$ cat src/rtl/ptd_pkg.sv
// Shared types for the trial-division primality tester.
package ptd_pkg;

    // Status that the remainder unit reports back to the sequencer.
    typedef struct packed {
        logic busy;
        logic done;
        logic rem_zero;
    } t_rem_status;

endpackage

$ cat src/rtl/ptd_rem_unit.sv
// Bit-serial restoring remainder unit, one quotient bit per cycle.
module ptd_rem_unit #(
    parameter int NUMBER_WIDTH = 32
) (
    input  logic                     i_clk,
    input  logic                     i_rst_n,
    input  logic                     i_start,
    input  logic [NUMBER_WIDTH-1:0]  i_dividend,
    input  logic [NUMBER_WIDTH-1:0]  i_divisor,
    output ptd_pkg::t_rem_status     o_status
);
    import ptd_pkg::*;

    localparam int CntWidth = $clog2(NUMBER_WIDTH + 1);

    logic                    r_busy;
    logic                    r_done;
    logic [CntWidth-1:0]     r_cnt;
    logic [NUMBER_WIDTH-1:0] r_rem;
    logic [NUMBER_WIDTH-1:0] r_shift;
    logic [NUMBER_WIDTH-1:0] r_divisor;

    logic [NUMBER_WIDTH:0]   shifted;
    logic [NUMBER_WIDTH:0]   diff;
    logic [NUMBER_WIDTH-1:0] n_rem;

    // Bring down the next dividend bit and subtract the divisor when it fits.
    always_comb begin
        shifted = {r_rem, r_shift[NUMBER_WIDTH-1]};
        diff    = shifted - {1'b0, r_divisor};
        if (!diff[NUMBER_WIDTH]) begin
            n_rem = diff[NUMBER_WIDTH-1:0];
        end else begin
            n_rem = shifted[NUMBER_WIDTH-1:0];
        end
    end

    always_ff @(posedge i_clk) begin
        if (!i_rst_n) begin
            r_busy <= 1'b0;
            r_done <= 1'b0;
            r_cnt  <= '0;
        end else begin
            r_done <= 1'b0;
            if (i_start) begin
                r_busy <= 1'b1;
                r_cnt  <= CntWidth'(NUMBER_WIDTH);
            end else if (r_busy) begin
                r_cnt <= r_cnt - CntWidth'(1);
                if (r_cnt == CntWidth'(1)) begin
                    r_busy <= 1'b0;
                    r_done <= 1'b1;
                end
            end
        end
    end

    always_ff @(posedge i_clk) begin
        if (i_start) begin
            r_rem     <= '0;
            r_shift   <= i_dividend;
            r_divisor <= i_divisor;
        end else if (r_busy) begin
            r_rem   <= n_rem;
            r_shift <= {r_shift[NUMBER_WIDTH-2:0], 1'b0};
        end
    end

    assign o_status.busy     = r_busy;
    assign o_status.done     = r_done;
    assign o_status.rem_zero = (r_rem == '0);

endmodule

$ cat src/rtl/prime_test_trial_division.sv
// Top level of the trial-division primality tester: sequencer and output register.
//
//  Channel   Direction  Beat contents (lowest bit first)
//  s_axis    in         tdata: number (NUMBER_WIDTH bits, two's complement), zero pad
//  m_axis    out        tdata: is_prime (1 bit), zero pad to 8 bits
//
// One beat is taken while the sequencer is idle. Negative values, 0, 1, 2 and even
// values are settled without a trial and go straight to S_FINISH. Odd values go
// through the odd trial divisors 3, 5, 7, ... while the divisor squared does not
// exceed the number; every trial costs a compare in S_CHECK plus a pass through the
// serial remainder unit, which sets the rate. Reset is synchronous and active low
// and empties the sequencer and the output register. The result waits in the output
// register; a stalled output only holds the sequencer once the next result is
// finished.
module prime_test_trial_division #(
    parameter int NUMBER_WIDTH = 32
) (
    input  logic                                 i_clk,
    input  logic                                 i_rst_n,
    input  logic                                 i_s_axis_tvalid,
    output logic                                 o_s_axis_tready,
    // Fields: number [NUMBER_WIDTH-1:0], then zero padding.
    input  logic [((NUMBER_WIDTH+7)/8)*8-1:0]    i_s_axis_tdata,
    output logic                                 o_m_axis_tvalid,
    input  logic                                 i_m_axis_tready,
    // Fields: is_prime [0], then zero padding.
    output logic [7:0]                           o_m_axis_tdata
);
    import ptd_pkg::*;

    localparam int W = NUMBER_WIDTH;

    typedef enum logic [3:0] {
        S_IDLE   = 4'b0001,
        S_CHECK  = 4'b0010,
        S_DIV    = 4'b0100,
        S_FINISH = 4'b1000
    } t_state;

    t_state        r_state, n_state;
    logic [W-1:0]  r_num, n_num;
    logic [W-1:0]  r_div, n_div;
    // Square of the current divisor; one extra bit keeps the last step from wrapping.
    logic [W:0]    r_sq, n_sq;
    logic          r_result, n_result;
    logic          r_out_valid, n_out_valid;
    logic          r_out_bit, n_out_bit;

    logic          accept;
    logic          start;
    logic [W-1:0]  in_num;
    t_rem_status   rem_status;

    assign in_num          = i_s_axis_tdata[W-1:0];
    assign o_s_axis_tready = (r_state == S_IDLE);
    assign accept          = i_s_axis_tvalid && o_s_axis_tready;
    // A trial starts when the divisor squared still fits under the number.
    assign start           = (r_state == S_CHECK) && (r_sq <= {1'b0, r_num});

    ptd_rem_unit #(
        .NUMBER_WIDTH(W)
    ) u_rem (
        .i_clk      (i_clk),
        .i_rst_n    (i_rst_n),
        .i_start    (start),
        .i_dividend (r_num),
        .i_divisor  (r_div),
        .o_status   (rem_status)
    );

    always_comb begin
        n_state     = r_state;
        n_num       = r_num;
        n_div       = r_div;
        n_sq        = r_sq;
        n_result    = r_result;
        n_out_valid = r_out_valid;
        n_out_bit   = r_out_bit;

        if (r_out_valid && i_m_axis_tready) begin
            n_out_valid = 1'b0;
        end

        unique case (r_state)
            S_IDLE: begin
                if (accept) begin
                    n_num = in_num;
                    n_div = W'(3);
                    n_sq  = (W + 1)'(9);
                    priority if (in_num[W-1]) begin
                        // Every negative value is not prime.
                        n_result = 1'b0;
                        n_state  = S_FINISH;
                    end else if (in_num < W'(2)) begin
                        n_result = 1'b0;
                        n_state  = S_FINISH;
                    end else if (in_num == W'(2)) begin
                        n_result = 1'b1;
                        n_state  = S_FINISH;
                    end else if (!in_num[0]) begin
                        n_result = 1'b0;
                        n_state  = S_FINISH;
                    end else begin
                        n_state = S_CHECK;
                    end
                end
            end
            S_CHECK: begin
                if (start) begin
                    n_state = S_DIV;
                end else begin
                    // No divisor up to the square root divides the number.
                    n_result = 1'b1;
                    n_state  = S_FINISH;
                end
            end
            S_DIV: begin
                if (rem_status.done) begin
                    if (rem_status.rem_zero) begin
                        n_result = 1'b0;
                        n_state  = S_FINISH;
                    end else begin
                        // (d + 2)^2 = d^2 + 4d + 4
                        n_div   = r_div + W'(2);
                        n_sq    = r_sq + (W + 1)'({r_div, 2'b00}) + (W + 1)'(4);
                        n_state = S_CHECK;
                    end
                end
            end
            S_FINISH: begin
                if (!r_out_valid || i_m_axis_tready) begin
                    n_out_valid = 1'b1;
                    n_out_bit   = r_result;
                    n_state     = S_IDLE;
                end
            end
            default: begin
                n_state = S_IDLE;
            end
        endcase
    end

    always_ff @(posedge i_clk) begin
        if (!i_rst_n) begin
            r_state     <= S_IDLE;
            r_out_valid <= 1'b0;
        end else begin
            r_state     <= n_state;
            r_out_valid <= n_out_valid;
        end
    end

    always_ff @(posedge i_clk) begin
        r_num     <= n_num;
        r_div     <= n_div;
        r_sq      <= n_sq;
        r_result  <= n_result;
        r_out_bit <= n_out_bit;
    end

    assign o_m_axis_tvalid = r_out_valid;
    assign o_m_axis_tdata  = {7'b0, r_out_bit};

endmodule

$ cat config.mk
export PLATFORM = sky130hd
export DESIGN_NAME = prime_test_trial_division
export DESIGN_NICKNAME = d
export VERILOG_FILES = /design/src/rtl/ptd_pkg.sv /design/src/rtl/ptd_rem_unit.sv /design/src/rtl/prime_test_trial_division.sv
export SDC_FILE = /design/constraint.sdc
export NUM_CORES = 1
export LEC_CHECK = 0
export ABC_CLOCK_PERIOD_IN_PS = 7400
export BUFFER_PORTS_ARGS = -buffer_cell sky130_fd_sc_hd__buf_4
export CORE_AREA = 2 2 154 156
export DETAILED_ROUTE_END_ITERATION = 8
export DIE_AREA = 0 0 156 158
export HOLD_SLACK_MARGIN = 0.12
export PLACE_DENSITY = 0.82
export SLEW_MARGIN = 20
export SYNTH_ARGS = -nofsm -noshare
export SYNTH_HDL_FRONTEND = slang
export SYNTH_SLANG_ARGS = --single-unit
$ cat constraint.sdc
create_clock -name i_clk -period 7.4 [get_ports i_clk]
set_input_delay 0.74 -clock i_clk [delete_from_list [all_inputs] [get_ports i_clk]]
set_output_delay 0.74 -clock i_clk [all_outputs]
set_load 0.005 [all_outputs]
=== Word level (Yosys, flattened, before mapping) ===
Index checks and enable logic that the tools add are counted.
Widths: inputs -> output; s select.

* Word-level logic and storage cells: 91
* Flip-flop bits (word level): 208

* Order comparisons: 2
* Add/subtract/negate cells: 5
* Equal/unequal tests: 13
* Reductions and logical operators: 16
* Bitwise logic cells: 2
* Muxes and demuxes: 39

{| class="wikitable"
|+ Operator list
! cell !! count
|-
| $mux 32 || 6
|-
| $mux 33 || 3
|-
| $pmux 33 s2 || 1
|-
| $pmux 32 s2 || 1
|-
| $mux 4 || 9
|-
| $add 33x3->33 const B || 1
|-
| $add 33x33->33 || 1
|-
| $le 33x32->1 || 1
|-
| $sub 33x32->33 || 1
|-
| $add 32x2->32 const B || 1
|-
| $eq 32x2->1 const B || 1
|-
| $logic_not 32->1 || 1
|-
| $lt 32x2->1 const B || 1
|-
| $pmux 4 s4 || 1
|-
| $mux 1 || 15
|-
| $mux 6 || 2
|-
| $ne 2x2->1 const B || 4
|-
| $eq 6x1->1 const B || 1
|-
| $reduce_and 6->1 || 1
|-
| $sub 6x1->6 const B || 1
|-
| $ne 5x2->1 const B || 1
|-
| $eq 4x1->1 const B || 1
|-
| $eq 4x2->1 const B || 1
|-
| $eq 4x3->1 const B || 1
|-
| other kinds (14) || 20
|}

=== Logic depth before layout (Yosys ltp) ===
* Depth in word-level cells: 6
* Mapped depth: 14

=== Cells and area by module ===
A second synthesis with hierarchy kept.

* Cells, all modules: 1,244
* Area total of the unflattened synthesis: 12,697.2 um^2

{| class="wikitable"
|+ By module, submodules not included
! module !! cells each !! times used !! sequential area each (um^2) !! area each (um^2)
|-
| prime_test_trial_division || 626 || 1 || 2,952.8 || 6,636.4
|-
| ptd_rem_unit || 618 || 1 || 2,722.6 || 6,060.8
|}

=== Worst setup path before layout ===
Ideal clock, no wire load.

* Path type: reg-to-reg
* Start point: register r_state[3]
* End point: register r_div[10] (enable)
* Slack: 2.429 ns
* Stages on the path, launching flop included: 4
* Data arrival time: 4.471 ns
* Setup time: 0.500 ns
* Path through: dfxtp_1 > nor4b_1 > o21ai_0 > a21oi_1

* Cells in the longest elaborated chain, start to end: 4
* Elaborated cells on any way between the ends: 8

{| class="wikitable"
|+ Ends and longest elaborated chain
! what !! RTL line !! source
|-
| start: declaration || prime_test_trial_division.sv:40 || <nowiki>t_state r_state, n_state;</nowiki>
|-
| start signal: assignment || prime_test_trial_division.sv:148 || <nowiki>r_state <= n_state;</nowiki>
|-
| $eq 4x1->1 || prime_test_trial_division.sv:55, prime_test_trial_division.sv:84 ||
|-
| $logic_and 1x1->1 || prime_test_trial_division.sv:56 || <nowiki>assign accept = i_s_axis_tvalid && o_s_axis_tready;</nowiki>
|-
| $ne 2x1->1 (no source line) || - ||
|-
| $reduce_and 4->1 (no source line) * || - ||
|-
| end signal: assignment || prime_test_trial_division.sv:155 || <nowiki>r_div <= n_div;</nowiki>
|-
| end: declaration || prime_test_trial_division.sv:42 || <nowiki>logic [W-1:0] r_div, n_div;</nowiki>
|}

Every way passes the cells marked *; elsewhere a longest branch is shown, timed or not.
A chain may end at the register's enable or synchronous reset.

=== Worst setup path after layout ===
* Start point: register r_sq[26]
* End point: register u_rem.r_shift[6] (enable)

* Cells in the longest elaborated chain, start to end: 3

{| class="wikitable"
|+ Ends and longest elaborated chain
! what !! RTL line !! source
|-
| start: declaration || prime_test_trial_division.sv:44 || <nowiki>logic [W:0] r_sq, n_sq;</nowiki>
|-
| start signal: assignment || prime_test_trial_division.sv:156 || <nowiki>r_sq <= n_sq;</nowiki>
|-
| $le 33x32->1 || prime_test_trial_division.sv:58 || <nowiki>assign start = (r_state == S_CHECK) && (r_sq <= {1'b0, r_num});</nowiki>
|-
| $logic_and 1x1->1 || prime_test_trial_division.sv:58 ||
|-
| $reduce_bool 2->1 (no source line) || - ||
|-
| end signal: assignment || ptd_rem_unit.sv:61 || <nowiki>r_shift <= i_dividend;</nowiki>
|-
| end signal: assignment || ptd_rem_unit.sv:65 || <nowiki>r_shift <= {r_shift[NUMBER_WIDTH-2:0], 1'b0};</nowiki>
|-
| end: declaration || ptd_rem_unit.sv:20 || <nowiki>logic [NUMBER_WIDTH-1:0] r_shift;</nowiki>
|}

No other way between the ends.

==> impl_metrics.ini <==
[routing]
detailedRoute.firstPassIterationCount = 7
post-route-drc-count = 0
detail-route-antenna-nets = 0
drt_first_iter_violations = 541
route.final.wire_length_um = 28100
wire_per_inst_um = 17.7
via_count = 9589
routed_via_density = 6.06

[synthesis]
synth-seq-area-share = 0.451
ys.flop_type = sky130_fd_sc_hd__edfxtp_1
yosys_register_bits = 203
synth.lib_cells_used.distinct = 76
netlist_area_before_placement_mm2 = 0.0125
postSynthAreaPerCell_um2 = 10.0
syn_inst = 1247
synth_edf_count = 158
yosys_warnings = 0
synth_async_sr_flop_share = 0

[power_and_ir_drop]
vdd.ir_drop.worst_v = 0.000202
comb_power_share = 0.283
power_switching_mw = 1.15
clock_power_share = 0.311
sw_frac_of_total = 0.326
cellPowerDensity_mw_per_mm2 = 256
power_mw = 3.53
sequential_group_share_of_total_power = 0.407
cellLeakagePower_nw = 5.74
power.internal_mw = 2.37

[die]
rows = 56
coreArea_mm2 = 0.0231
dieHeight_um = 158
fp.dieW_um = 156
pin_count = 46
start_util = 0.543
floorplan.die_area_mm2 = 0.0246

[grt]
met2_usage = 0.389
first_pass_grt_wire_length_um = 46400
grtUsageMet1 = 0.315
antenna_found_initial = 0
busiest_layer = met2
grt.met3_usage = 0.0367
grt_overflow = 0
maximum_number_of_pins_on_one_net_before_global_route_repair = 85
globalRouteTotalUtil = 0.234
via_count_of_the_first_global_routing_pass = 9292

[critical_path]
cp_slowest_stage_delay_ns = 0.68
timing_endpoint_of_the_critical_path = u_rem.r_shift[6]$_DFFE_PP_
critPathBufInv = 4
cp_data_required_time_ns = 7.64
regToRegStartpoint = r_sq[26]$_SDFFCE_PN0P_
cell_depth_of_the_worst_setup_path = 12
critPathSlowestCell = sky130_fd_sc_hd__nor2_1
crit_path_cell_trace = ha_1, nand4_1, or4b_1, or3_1, a31oi_1, a211oi_1, a41oi_4, buf_4, inv_2, nor2_1, inv_1, buf_4
start_kind = flop
path_common_cell = sky130_fd_sc_hd__buf_4
cp_max_fo = 84
r2r_slack_ns = 3.02
critical_path_class = reg2reg
worst_setup_ep_type = flop
cp_data_arrival_time_ns = 4.62
depth_of_the_most_critical_reg_to_reg_path = 12
r2r-end = u_rem.r_shift[6]$_DFFE_PP_
critical_path.startpoint = r_sq[26]$_SDFFCE_PN0P_
crit_family = simple AND/OR/NAND/NOR gates

[final_layout]
stdcell_count = 1583
most-common-layout-cells = 158 x sky130_fd_sc_hd__edfxtp_1, 120 x sky130_fd_sc_hd__ha_1, 108 x sky130_fd_sc_hd__o21ai_0
layout_commonest_cell = sky130_fd_sc_hd__edfxtp_1
final_core_util = 0.597
num-fill-cells = 1804
synthToLayoutAreaGrowth_pct = 9.96
final_layout_size_suffix_gt1_frac = 0.0866
nets = 1435
n_antenna_cell = 0

[clocking]
cts.clk_slew.worst_paths_ns = 0.06
number_of_buffers_added_to_fix_hold_violations_after_cts = 0
cts_num_sinks = 203
cts_h_tree_depth = 1
ctsRootBufferMaster = sky130_fd_sc_hd__clkbuf_16
clock_insertion_delay_worst_skew_ns = 0.53
cts_tree = yes
number_of_cts_inserted_buffers = 23
post_cts_buffers = 0
cts_repair_resize_count = 0
clockBufferDepth = 3

[placement]
dpl.cell_count = 1542
gp_routability_congestion = 0.877
numPortBuffers = 38
dpl.hpwl_um = 19800

[sta]
finalSetupViolCount = 0
clock_skew_ns = 0.0255
slew-limit-headroom = 0.363
worst_pin_slew_ns = 0.931
grt_setup_unrepaired = no
tns_ns = 0
fmax_ghz = 0.228
min_period_over_period = 0.592
final_hold_viol_count = 0
timing.final.crit_period_ns = 4.38
timing.final.max_slew_violations = 0

[min_path]
hold_depth = 1
holdCritPathClass = in2reg

[outcome]
run_status = finished, final reports clean

[job]
max_cap_viol_count = 0
-- final cells by class --
type	instances	area, um2	area share
clock buffers	29	618	0.0449
inverters	83	312	0.0226
multi-input cells	919	6370	0.463
flip-flops and latches	203	5650	0.410
repair buffers	47	353	0.0257
clock inverters	12	93.8	0.00682
well taps	290	363	0.0264
-- cells in the mapped netlist (all sizes together) (4+ instances only) --
master,n,area [um2]
nand2b,7,43.8
o31ai,4,43.8
clkbuf,28,105
nand4,18,113
a211o,5,43.8
a2111oi,6,58.8
edfxtp,158,4740
or3,10,62.6
nor2,102,383
xnor2,29,254
o21a,6,45.0
nand3,46,235
o21bai,9,71.3
xor2,50,438
o211ai,7,52.6
nor4,18,113
nor3,20,100
mux2i,5,50.1
and2,7,43.8
a21o,37,278
a31oi,24,150
inv,83,312
dfxtp,45,901
a211oi,18,140
nor2b,7,43.8
ha,120,1500
o21ai,114,574
or2,4,25.0
nand2,93,349
a21oi,65,337
nor4b,4,35.0
buf,20,138
a311oi,6,83.8
and4,8,70.1
and3,16,100
-- flip-flops by register name, summed over array words and instances (netlist names), 4 cells and up --
signal and cells:
r_num 32, u_rem.r_rem 32, u_rem.r_shift 32, r_div 31, u_rem.r_divisor 31, r_sq 30, u_rem.r_cnt 6, r_state 4
-- power groups by stage --
stage	registers [mW]	clock network, mW	logic (mW)
2_1_floorplan	1.42	0	0.792
3_3_place_gp	1.45	0	0.953
3_5_place_dp	1.45	0	0.975
4_1_cts	1.43	1.11	0.989
5_1_grt	1.44	1.15	1.12
6_report	1.43	1.10	0.997
-- how the worst min path moves through the flow --
stage / from / to / slack [ns]
after floorplan: r_result$_DFFE_PP_ / r_out_bit$_DFFE_PP_ / 0.40
after global placement: r_result$_DFFE_PP_ / r_out_bit$_DFFE_PP_ / 0.40
after detailed placement: r_result$_DFFE_PP_ / r_out_bit$_DFFE_PP_ / 0.41
after CTS: i_s_axis_tdata[4] / r_num[4]$_DFFE_PP_ / 0.38
after global routing: i_s_axis_tdata[4] / r_num[4]$_DFFE_PP_ / 0.39
final: i_s_axis_tdata[4] / r_num[4]$_DFFE_PP_ / 0.40
-- per-layer routing --
layer | share of wire | wire, um
met5 | 0 | 0
met4 | 0.031 | 867
met3 | 0.069 | 1950
met2 | 0.46 | 12900
met1 | 0.44 | 12300
-- kinds of logic after synthesis --
group | synth area share
adder cells (fa/ha/maj) | 0.123
multiplexers | 0.00670
flip-flops | 0.451
buffers and inverters | 0.0443
AND/OR/NAND/NOR | 0.144
other | 0.000300
AO/OA/AOI/OAI | 0.175
XOR/XNOR | 0.0553
-- worst reg2reg max path, delay by kind of cell, from the launching register on --
family                     cells  cell delay (ns)
and+or+nand+nor                4             1.73
DFF                            1             0.41
AOI/OAI and AO/OA              3             0.42
adders and majority gates      1             0.33
buffers and inverters          4             1.18
-- per-stage QoR --
step	hold slack, ns	area [um2]	setup WS, ns
6_report	0.397	13800	3.02
5_1_grt	0.389	13800	2.74
4_1_cts	0.381	13800	2.96
3_5_place_dp	0.406	13000	3.04
3_3_place_gp	0.403	13000	3.12
2_1_floorplan	0.400	12500	2.43
(Power assumes the default switching activity.)
